--- config.mk ---
export PLATFORM = sky130hd
export DESIGN_NAME = arpc_front
export DESIGN_NICKNAME = d
export VERILOG_FILES = /design/src/design/arpc_pkg.sv /design/src/design/arpc_front.sv
export SDC_FILE = /design/constraint.sdc
export NUM_CORES = 1
export LEC_CHECK = 0
export BUFFER_PORTS_ARGS = -buffer_cell sky130_fd_sc_hd__buf_2
export CAP_MARGIN = 10
export CORE_AREA = 2 2 130 132
export DETAILED_ROUTE_END_ITERATION = 7
export DIE_AREA = 0 0 132 134
export PLACE_DENSITY_LB_ADDON = 0.2
export SYNTH_ARGS = -nofsm -noshare
export SYNTH_HDL_FRONTEND = slang
export SYNTH_SLANG_ARGS = --single-unit
--- constraint.sdc ---
create_clock -name vclk -period 2.35
set_input_delay 0.1175 -clock vclk [all_inputs]
set_output_delay 0.1175 -clock vclk [all_outputs]
set_load 0.01 [all_outputs]
--- src/design/arpc_pkg.sv ---
// shared types and constants for the arp responder with cache
package arpc_pkg;

  localparam int unsigned MacW = 48;
  localparam int unsigned IpW  = 32;

  localparam logic [1:0] ACT_NONE  = 2'd0;
  localparam logic [1:0] ACT_REPLY = 2'd1;
  localparam logic [1:0] ACT_BCAST = 2'd2;

  localparam logic [1:0] OP_NONE  = 2'd0;
  localparam logic [1:0] OP_REQ   = 2'd1;
  localparam logic [1:0] OP_REP   = 2'd2;

  localparam logic [15:0] HW_ETHER   = 16'h0001;
  localparam logic [15:0] PROTO_IPV4 = 16'h0800;
  localparam logic [15:0] ARP_REQ    = 16'h0001;
  localparam logic [15:0] ARP_REP    = 16'h0002;
  localparam logic [15:0] MIN_LEN    = 16'd28;
  localparam logic [7:0]  HW_LEN6    = 8'd6;
  localparam logic [7:0]  PROTO_LEN4 = 8'd4;
  localparam logic [MacW-1:0] MAC_BCAST = 48'hFFFF_FFFF_FFFF;

  // classified work handed from front to back
  typedef enum logic [1:0] {
    JOB_NONE  = 2'd0,
    JOB_REPLY = 2'd1,
    JOB_LEARN = 2'd2,
    JOB_QUERY = 2'd3
  } job_kind_t;

  typedef struct packed {
    job_kind_t       kind;
    logic [MacW-1:0] mac;
    logic [IpW-1:0]  ip;
  } job_t;

  typedef enum logic [2:0] {
    BK_IDLE  = 3'd0,
    BK_READ  = 3'd1,
    BK_CHECK = 3'd2,
    BK_FETCH = 3'd3,
    BK_EMIT  = 3'd4
  } back_state_t;

  // register addresses (8-byte spacing, index in bits [3])
  localparam logic [3:0] ADDR_OWN_MAC = 4'h0;
  localparam logic [3:0] ADDR_OWN_IP  = 4'h8;

endpackage

--- src/design/arpc_front.sv ---
// front end: checks and classifies an item into a queued job
module arpc_front import arpc_pkg::*; (
  input  logic            kind,
  input  logic [15:0]     frame_len,
  input  logic [15:0]     hw_type,
  input  logic [15:0]     proto_type,
  input  logic [7:0]      hw_len,
  input  logic [7:0]      proto_len,
  input  logic [15:0]     opcode,
  input  logic [MacW-1:0] sender_mac,
  input  logic [IpW-1:0]  sender_ip,
  input  logic [IpW-1:0]  target_ip,
  input  logic [IpW-1:0]  query_ip,
  input  logic [IpW-1:0]  own_ip,
  output job_t            job
);

  logic valid_msg;

  always_comb begin
    valid_msg = (frame_len >= MIN_LEN) && (hw_type == HW_ETHER) &&
                (proto_type == PROTO_IPV4) && (hw_len == HW_LEN6) &&
                (proto_len == PROTO_LEN4) && (target_ip == own_ip);
    job.mac  = sender_mac;
    job.ip   = sender_ip;
    job.kind = JOB_NONE;
    if (kind) begin
      job.kind = JOB_QUERY;
      job.ip   = query_ip;
    end else if (valid_msg && opcode == ARP_REQ) begin
      job.kind = JOB_REPLY;
    end else if (valid_msg && opcode == ARP_REP) begin
      job.kind = JOB_LEARN;
    end
  end

endmodule

==> results.md, run 1 <==
STA:
- The number of failing hold endpoints at the final stage is 0.
- The relative slew slack is 52.4%.
- The setup-violating endpoint count in the final report is 0.
- Setup repair after global routing left no endpoint under its margin.
- The worst path uses 79.0% of the clock period.
- For the pin with the worst max-slew slack, the measured transition is 714 ps.
- The clock period could shrink to 1860 ps.
- The sum of negative setup slack is 0 ps.
- The max-slew violation count is 0.
- The final critical-path setup slack is 493 ps.
- Static timing analysis puts the maximum clock frequency at 0.538 GHz.

Worst setup path:
- Among cell families on the critical path, the largest total delay comes from simple AND/OR/NAND/NOR gates.
- The count of buffer and inverter cells on the critical path is 2.
- Traced cell by cell, the critical path runs through buf_2 -> nor4_2 -> nand4_1 -> nor4_1 -> nand3_1 -> o41ai_1 -> buf_2.
- The worst setup path is captured at an output pin.
- Among the stages of the critical path, the cell type that occurs most often is buf_2.
- The data arrival at the endpoint of the critical path is 1740 ps.
- The worst setup path is launched from an input port.
- The data required time at the worst endpoint is 2230 ps.
- The number of logic stages on the critical path including buffering is 7.
- The launch point of the worst path is hw_type[15].
- The startpoint-to-endpoint class of the critical path is input port to output pin.
- The maximum fanout along the worst path is 2.
- The slowest cell on the critical path is o41ai_1.
- On the worst path, the slowest cell contributes a delay of 360 ps.

Global routing:
- The global routing stage identified its most utilized layer as met2.
- The number of antenna violations at the first check in global routing is 0.
- The total grt overflow is 0.
- For met3 alone, demand over resource in global routing was 2.49%.
- For met2 alone, demand over resource in global routing was 13.2%.
- The overall global routing resource usage is 6.00%.
- For this run, global-route usage on met1 was measured as 4.87%.
- The via count of the first global-routing pass is 1903.
- The pin count of the biggest net entering global routing is 34.
- The first-pass GRT wire length is 8650 microns.

Yosys:
- The total number of yosys warnings is 0.
- After synthesis, the netlist uses 18 different library cells.
- The number of instances in the synthesized netlist is 160.
- Summing the sequential cell areas from Yosys gives 0% of the chip area.
- The post-synthesis area per instance is 8.27 sq um.
- The cell area that synthesis handed to floorplanning was 1320 sq um.
- The number of nets handed over by synthesis was 417.

Die:
- The floorplan die area is 17700 sq um.
- The initialized floorplan defines 47 standard-cell rows.
- In this run the count of I/O pins placed on the die edge is 339.
- From bottom edge to top edge, the die measures 134 microns.
- The effective utilization at floorplan is 8.13%.
- The die is 132 microns wide.
- The core region is 16300 sq um.

Routing:
- The count of antenna-violating nets left after detailed routing is 0.
- The total iterations of the first detailed-routing run is 4.
- The via count normalized by instance count is 3.29.
- The detail-routed net length per standard cell is 10.7 microns.
- The final routed DRC violation total is 0.
- For this block, the initial DRC count from the detailed router was 15.
- The routed layout has 1870 vias.
- Wires add up to 6100 microns.

Layout:
- The synthesis-to-finish area growth is 83.6%.
- The count of clock-net buffers in the final layout is 0.
- The post-layout net count is 608.
- The repair_antennas step left the layout with diodes totalling 0.
- The sequential cells in the finished layout cover a total of 0 sq um.
- The number of sequential cells is 0.
- The post-route netlist has 79.7% of its cells at a drive strength greater than 1.
- The number of filler cells placed in the layout is 1872.

Place:
- The congestion estimate from routability-driven global placement came to 0.855.
- Detailed placement ended at an HPWL of 5740 microns.
- Input and output buffers added on the ports amount to 241.
- The worst-case setup slack after placement is 433 ps.

Power:
- The cell area power density is 157 nW/um^2.
- For this design the static power due to leakage is 0.00122 uW.
- IR analysis of the VDD net gives a maximum drop of 71.5 uV.

Clock network:
- The hold buffer count at cts is 0.
- The post-CTS resize count is 0.
- Post-CTS timing repair inserted 0 buffers for setup.

Min path:
- The launch point of the worst hold path is sender_mac[1].
- The number of cells on the worst hold path is 0.
- The path class of the tightest hold or removal check is input port to output pin.

Status:
- The flow ran to the end, and the final reports show no timing, DRC or antenna violations.

Job:
- The number of maximum-capacitance violations is 0.
[report_power, final]
part / switching [uW] / internal, uW
Sequential: 0 / 0
Combinational: 152 / 229
Clock: 0 / 0
Total: 152 / 229
[through the flow]
stage	std cells	utilization (%)	total power, uW	hold WS (ps)	area (sq um)
2_1_floorplan	160	-	231	327	1320
3_3_place_gp	569	14.9	384	235	2430
3_5_place_dp	569	14.9	388	235	2430
4_1_cts	569	14.9	390	235	2430
5_1_grt	569	14.9	417	235	2430
6_report	569	14.9	381	235	2430
[area by class of cell]
class                           instances  area [sq um]  area share (%)
Inverter                                3          11.3           0.463
Multi-Input combinational cell        105           937            38.6
Tap cell                              220           275            11.3
Timing Repair Buffer                  241          1210            49.6
[cells in the final DEF, fill, tap and decap left out]
cell     Yosys  layout
nand4_1      9       9
inv_1        3       3
o41ai_1      2       2
xnor2_1     20      20
a31oi_1      1       1
nor2_1       3       3
and3_1       1       1
nor4_1      14      14
buf_2        0     241
xor2_1      12      12
nor4b_1      3       3
nand3_1      1       1
nand4_4      1       1
mux2_2      32      32
nor3_1       1       1
nand2_1      1       1
nor4_2       4       4
[synthesized netlist by cell type]
cell type / number / area share [%]
clkbuf_1: 4 / 1.1
xor2_1: 12 / 7.9
inv_1: 3 / 0.85
and3_1: 1 / 0.47
a31oi_1: 1 / 0.47
nand3_1: 1 / 0.38
nor2_1: 3 / 0.85
nor4b_1: 3 / 2.0
nor3_1: 1 / 0.38
nor4_1: 14 / 6.6
buf_4: 48 / 27
o41ai_1: 2 / 1.3
nor4_2: 4 / 3.8
xnor2_1: 20 / 13
mux2_2: 32 / 27
nand2_1: 1 / 0.28
nand4_4: 1 / 1.6
nand4_1: 9 / 4.3
[layer usage]
| metal | share of wire (%) | vias up |
|---|---|---|
| li1 | - | 910 |
| met2 | 54 | 174 |
| met1 | 30 | 778 |
| met5 | 0 | - |
| met4 | 1.4 | 0 |
| met3 | 15 | 8 |
[cells by family (layout without fill, tap and decap cells)]
| family | after synthesis | count (layout) | synth area share, % |
|---|---|---|---|
| buffers and inverters | 55 | 244 | 29.2 |
| and+or+nand+nor | 38 | 38 | 20.6 |
| xor gates and xnor gates | 32 | 32 | 21.2 |
| muxes | 32 | 32 | 27.2 |
| AOI/OAI and AO/OA | 3 | 3 | 1.80 |
[final timing paths]
kind,to,slack [ps]
setup / recovery,job[80],490
hold / removal,job[33],240
No activity file was read; power rests on OpenSTA's default activity.
==> run 2, diff against run 1 <==
--- a/config.mk
+++ b/config.mk
@@ -5,11 +5,12 @@
 export SDC_FILE = /design/constraint.sdc
 export NUM_CORES = 1
 export LEC_CHECK = 0
+export ABC_AREA = 1
 export BUFFER_PORTS_ARGS = -buffer_cell sky130_fd_sc_hd__buf_2
 export CAP_MARGIN = 10
-export CORE_AREA = 2 2 130 132
+export CORE_AREA = 2 2 132 134
 export DETAILED_ROUTE_END_ITERATION = 7
-export DIE_AREA = 0 0 132 134
+export DIE_AREA = 0 0 134 136
 export PLACE_DENSITY_LB_ADDON = 0.2
 export SYNTH_ARGS = -nofsm -noshare
 export SYNTH_HDL_FRONTEND = slang
==> constraint.sdc (replaced) <==
create_clock -name vclk -period 1.9
set_input_delay 0.095 -clock vclk [all_inputs]
set_output_delay 0.095 -clock vclk [all_outputs]
set_load 0.01 [all_outputs]
==> results.md, run 2 <==
Status:
- The flow ran to the end, and the final reports show no timing, DRC or antenna violations.

Worst setup path:
- The maximum fanout along the worst path was 20 (+18).
- The critical path launch point type is an input port.
- By startpoint and endpoint, the worst setup path is classified as input port to output pin.
- The data arrival at the endpoint of the critical path is 1290 ps (-450 ps).
- The worst setup path is captured at an output pin.
- The data required time at the worst endpoint came to 1800 ps (-430 ps).

Routing:
- The sum of routed wire length over all layers is 7690 microns (+26%).
- The routed length on met1 came to 3070 microns (+69%).
- The sum of met2 wire segment lengths after detailed routing is 3830 microns (+16%).
- The violation count after the first detailed-routing iteration is 70 (+55).
- The total iterations of the first detailed-routing run is 4 (unchanged).
- The detailed-route via count is 2511 (+34%).
- The wire length on met3 came to 663 microns (-26%).
- After detailed routing, no signal wire sits above met4.
- The detail-routed net length per standard cell is 9.77 microns (-8.8%).
- The final routed DRC violation total came to 0 (unchanged).
- The via count normalized by instance count is 3.19 (-2.9%).
- The count of antenna-violating nets left after detailed routing is 0 (unchanged).

STA:
- The transition time of the tightest slew-check pin was 607 ps (-107 ps).
- The max-slew violation count is 0 (unchanged).
- Setup repair after global routing left no endpoint under its margin.
- The sum of negative setup slack is 0 ps (unchanged).
- The number of failing hold endpoints at the final stage was 0 (unchanged).
- The relative slew slack came to 59.3% (+6.9 points).
- Of the available clock period, the critical path in the final layout requires 73.0%.
- The maximum clock frequency is 0.721 GHz.
- The final critical-path required period is 1390 ps.
- The setup-violating endpoint count in the final report was 0 (unchanged).

Clock network:
- The hold buffer count at cts is 0 (unchanged).
- The post-CTS resize count came to 0 (unchanged).
- The buffers inserted during post-CTS setup optimization came to 0 (unchanged).

Yosys:
- The post-synthesis area per instance was 4.46 sq um (-46%).
- After synthesis, the cell types taking the most area are nand2_1 40%, buf_4 22%, nor2_1 15%, inv_1 10%, xnor2_1 4.7%.
- The total number of yosys warnings is 0 (unchanged).
- The top cell type's share of synthesized area is 40.4% (+13 points).
- The total nets after synthesis is 630 (+51%).
- The most frequently used cell type in the post-synthesis netlist is nand2_1.
- The largest total area in the synthesized netlist belongs to nand2_1.
- After synthesis, the most frequently instantiated cells are 179 x nand2_1, 67 x nor2_1, 48 x buf_4.
- The mapped cell area came to 1660 sq um (+26%).
- The number of instances in the synthesized netlist is 373 (+130%).
- The count of distinct cell types in the synthesized netlist is 16 (-2).
- The sequential area share after synthesis was 0% (unchanged).

Place:
- The cell area after placement came to 2780 sq um (+15%).
- The weighted congestion reported at the end of routability-driven placement is 0.713 (-17%).
- The placed wire-length estimate is 7030 microns (+22%).
- The number of buffers added on ports is 241 (unchanged).

Die:
- The area of the placeable core is 16900 sq um (+3.6%).
- The effective utilization at floorplan is 9.86% (+1.7 points).
- The number of placed I/O pins is 339 (unchanged).
- The placement row count is 48 (+2.1%).
- The die extent in x is 134 microns (+1.5%).
- The floorplan die area was 18200 sq um (+3.0%).
- The die height came to 136 microns (+1.5%).

Global routing:
- The number of antenna violations at the first check in global routing is 0 (unchanged).
- The total grt overflow is 0 (unchanged).
- The first-pass GRT wire length is 10900 microns (+26%).
- The pin count of the biggest net entering global routing came to 33 (-2.9%).
- The via count of the first global-routing pass is 2325 (+22%).
- The overall global routing resource usage is 7.32% (+1.3 points).

Layout:
- The number of sequential cells is 0 (unchanged).
- The count of clock-net buffers in the final layout was 0 (unchanged).
- The total inserted antenna cells is 0 (unchanged).
- The design area came to 2780 sq um (+15%).
- The library cells used most frequently in the layout, excluding fill and tap cells, are 241 x buf_2, 179 x nand2_1, 67 x nor2_1, 46 x inv_1, 9 x xnor2_1.
- The post-layout net count is 821 (+35%).
- The share of post-route cells with drive strength above 1 was 43.6% (-36 points).
- The library cell used most frequently in the layout, excluding fill and tap cells, is buf_2.
- The synthesis-to-finish area growth is 67.2%.
- The number of filler cells placed in the layout came to 1998 (+6.7%).
- The register area is 0 sq um (unchanged).

Job:
- The number of maximum-capacitance violations came to 0 (unchanged).

Power:
- The leakage power is 0.00184 uW (+51%).
- The maximum vdd ir drop was 56.4 uV (-21%).
- The cell area power density was 181 nW/um^2 (+16%).

Min path:
- The worst hold path class is input port to output pin.
==> run 2: changes by cell type in the layout (fill, tap and decap cells not counted), sizes merged, moves of 11 or more <==
cell | previous run | this run
inv | 3 | 46
nor4 | 18 | 3
nand2 | 1 | 179
nor2 | 3 | 68
xnor2 | 20 | 9
mux2 | 32 | 0
xor2 | 12 | 1
==> run 2: layout make-up <==
type,count,area [sq um],area share (%)
multi-input combinational,271,1100,39.4
inverter,47,176,6.34
tap,225,282,10.1
timing repair buffer,244,1230,44.2
==> run 2: cell families after synthesis <==
family | count (synthesis) | share of synthesized area (%)
buffers and inverters | 102 | 34.1
AND/OR/NAND/NOR | 261 | 60.6
XOR/XNOR | 10 | 5.26
==> run 2: report_power, final <==
group	switching, uW	leakage, uW	internal [uW]
clock network	0	0	0
logic	237	0.00184	268
registers	0	0	0
total	237	0.00184	268
==> run 2: per-layer routing <==
| metal | track usage [%] | vias to the layer above |
|---|---|---|
| met1 | 8.59 | 944 |
| li1 | - | 1415 |
| met4 | 1.12 | 0 |
| met5 | 0 | - |
| met3 | 1.08 | 12 |
| met2 | 14.2 | 140 |
==> run 2: worst paths after layout <==
kind | start | cells after the start | to | slack (ps)
worst min-delay path | sender_mac[10] | 0 | job[42] | 190
worst max-delay path | kind | 6 | job[12] | 510
==> run 2: through the flow <==
stage | hold slack (ps) | instances | worst slack, ps | util [%] | total power, uW
2_1_floorplan | 282 | 373 | 1020 | - | 308
3_3_place_gp | 190 | 787 | 392 | 16.5 | 513
3_5_place_dp | 190 | 787 | 410 | 16.5 | 511
4_1_cts | 190 | 787 | 409 | 16.5 | 514
5_1_grt | 190 | 787 | 294 | 16.5 | 574
6_report | 190 | 787 | 513 | 16.5 | 505
==> run 2: critical path: stages <==
cell and delay (ps):
buf_2 90, clkinv_1 480, buf_4 390, nand2_1 70, nand2_1 40, buf_2 130
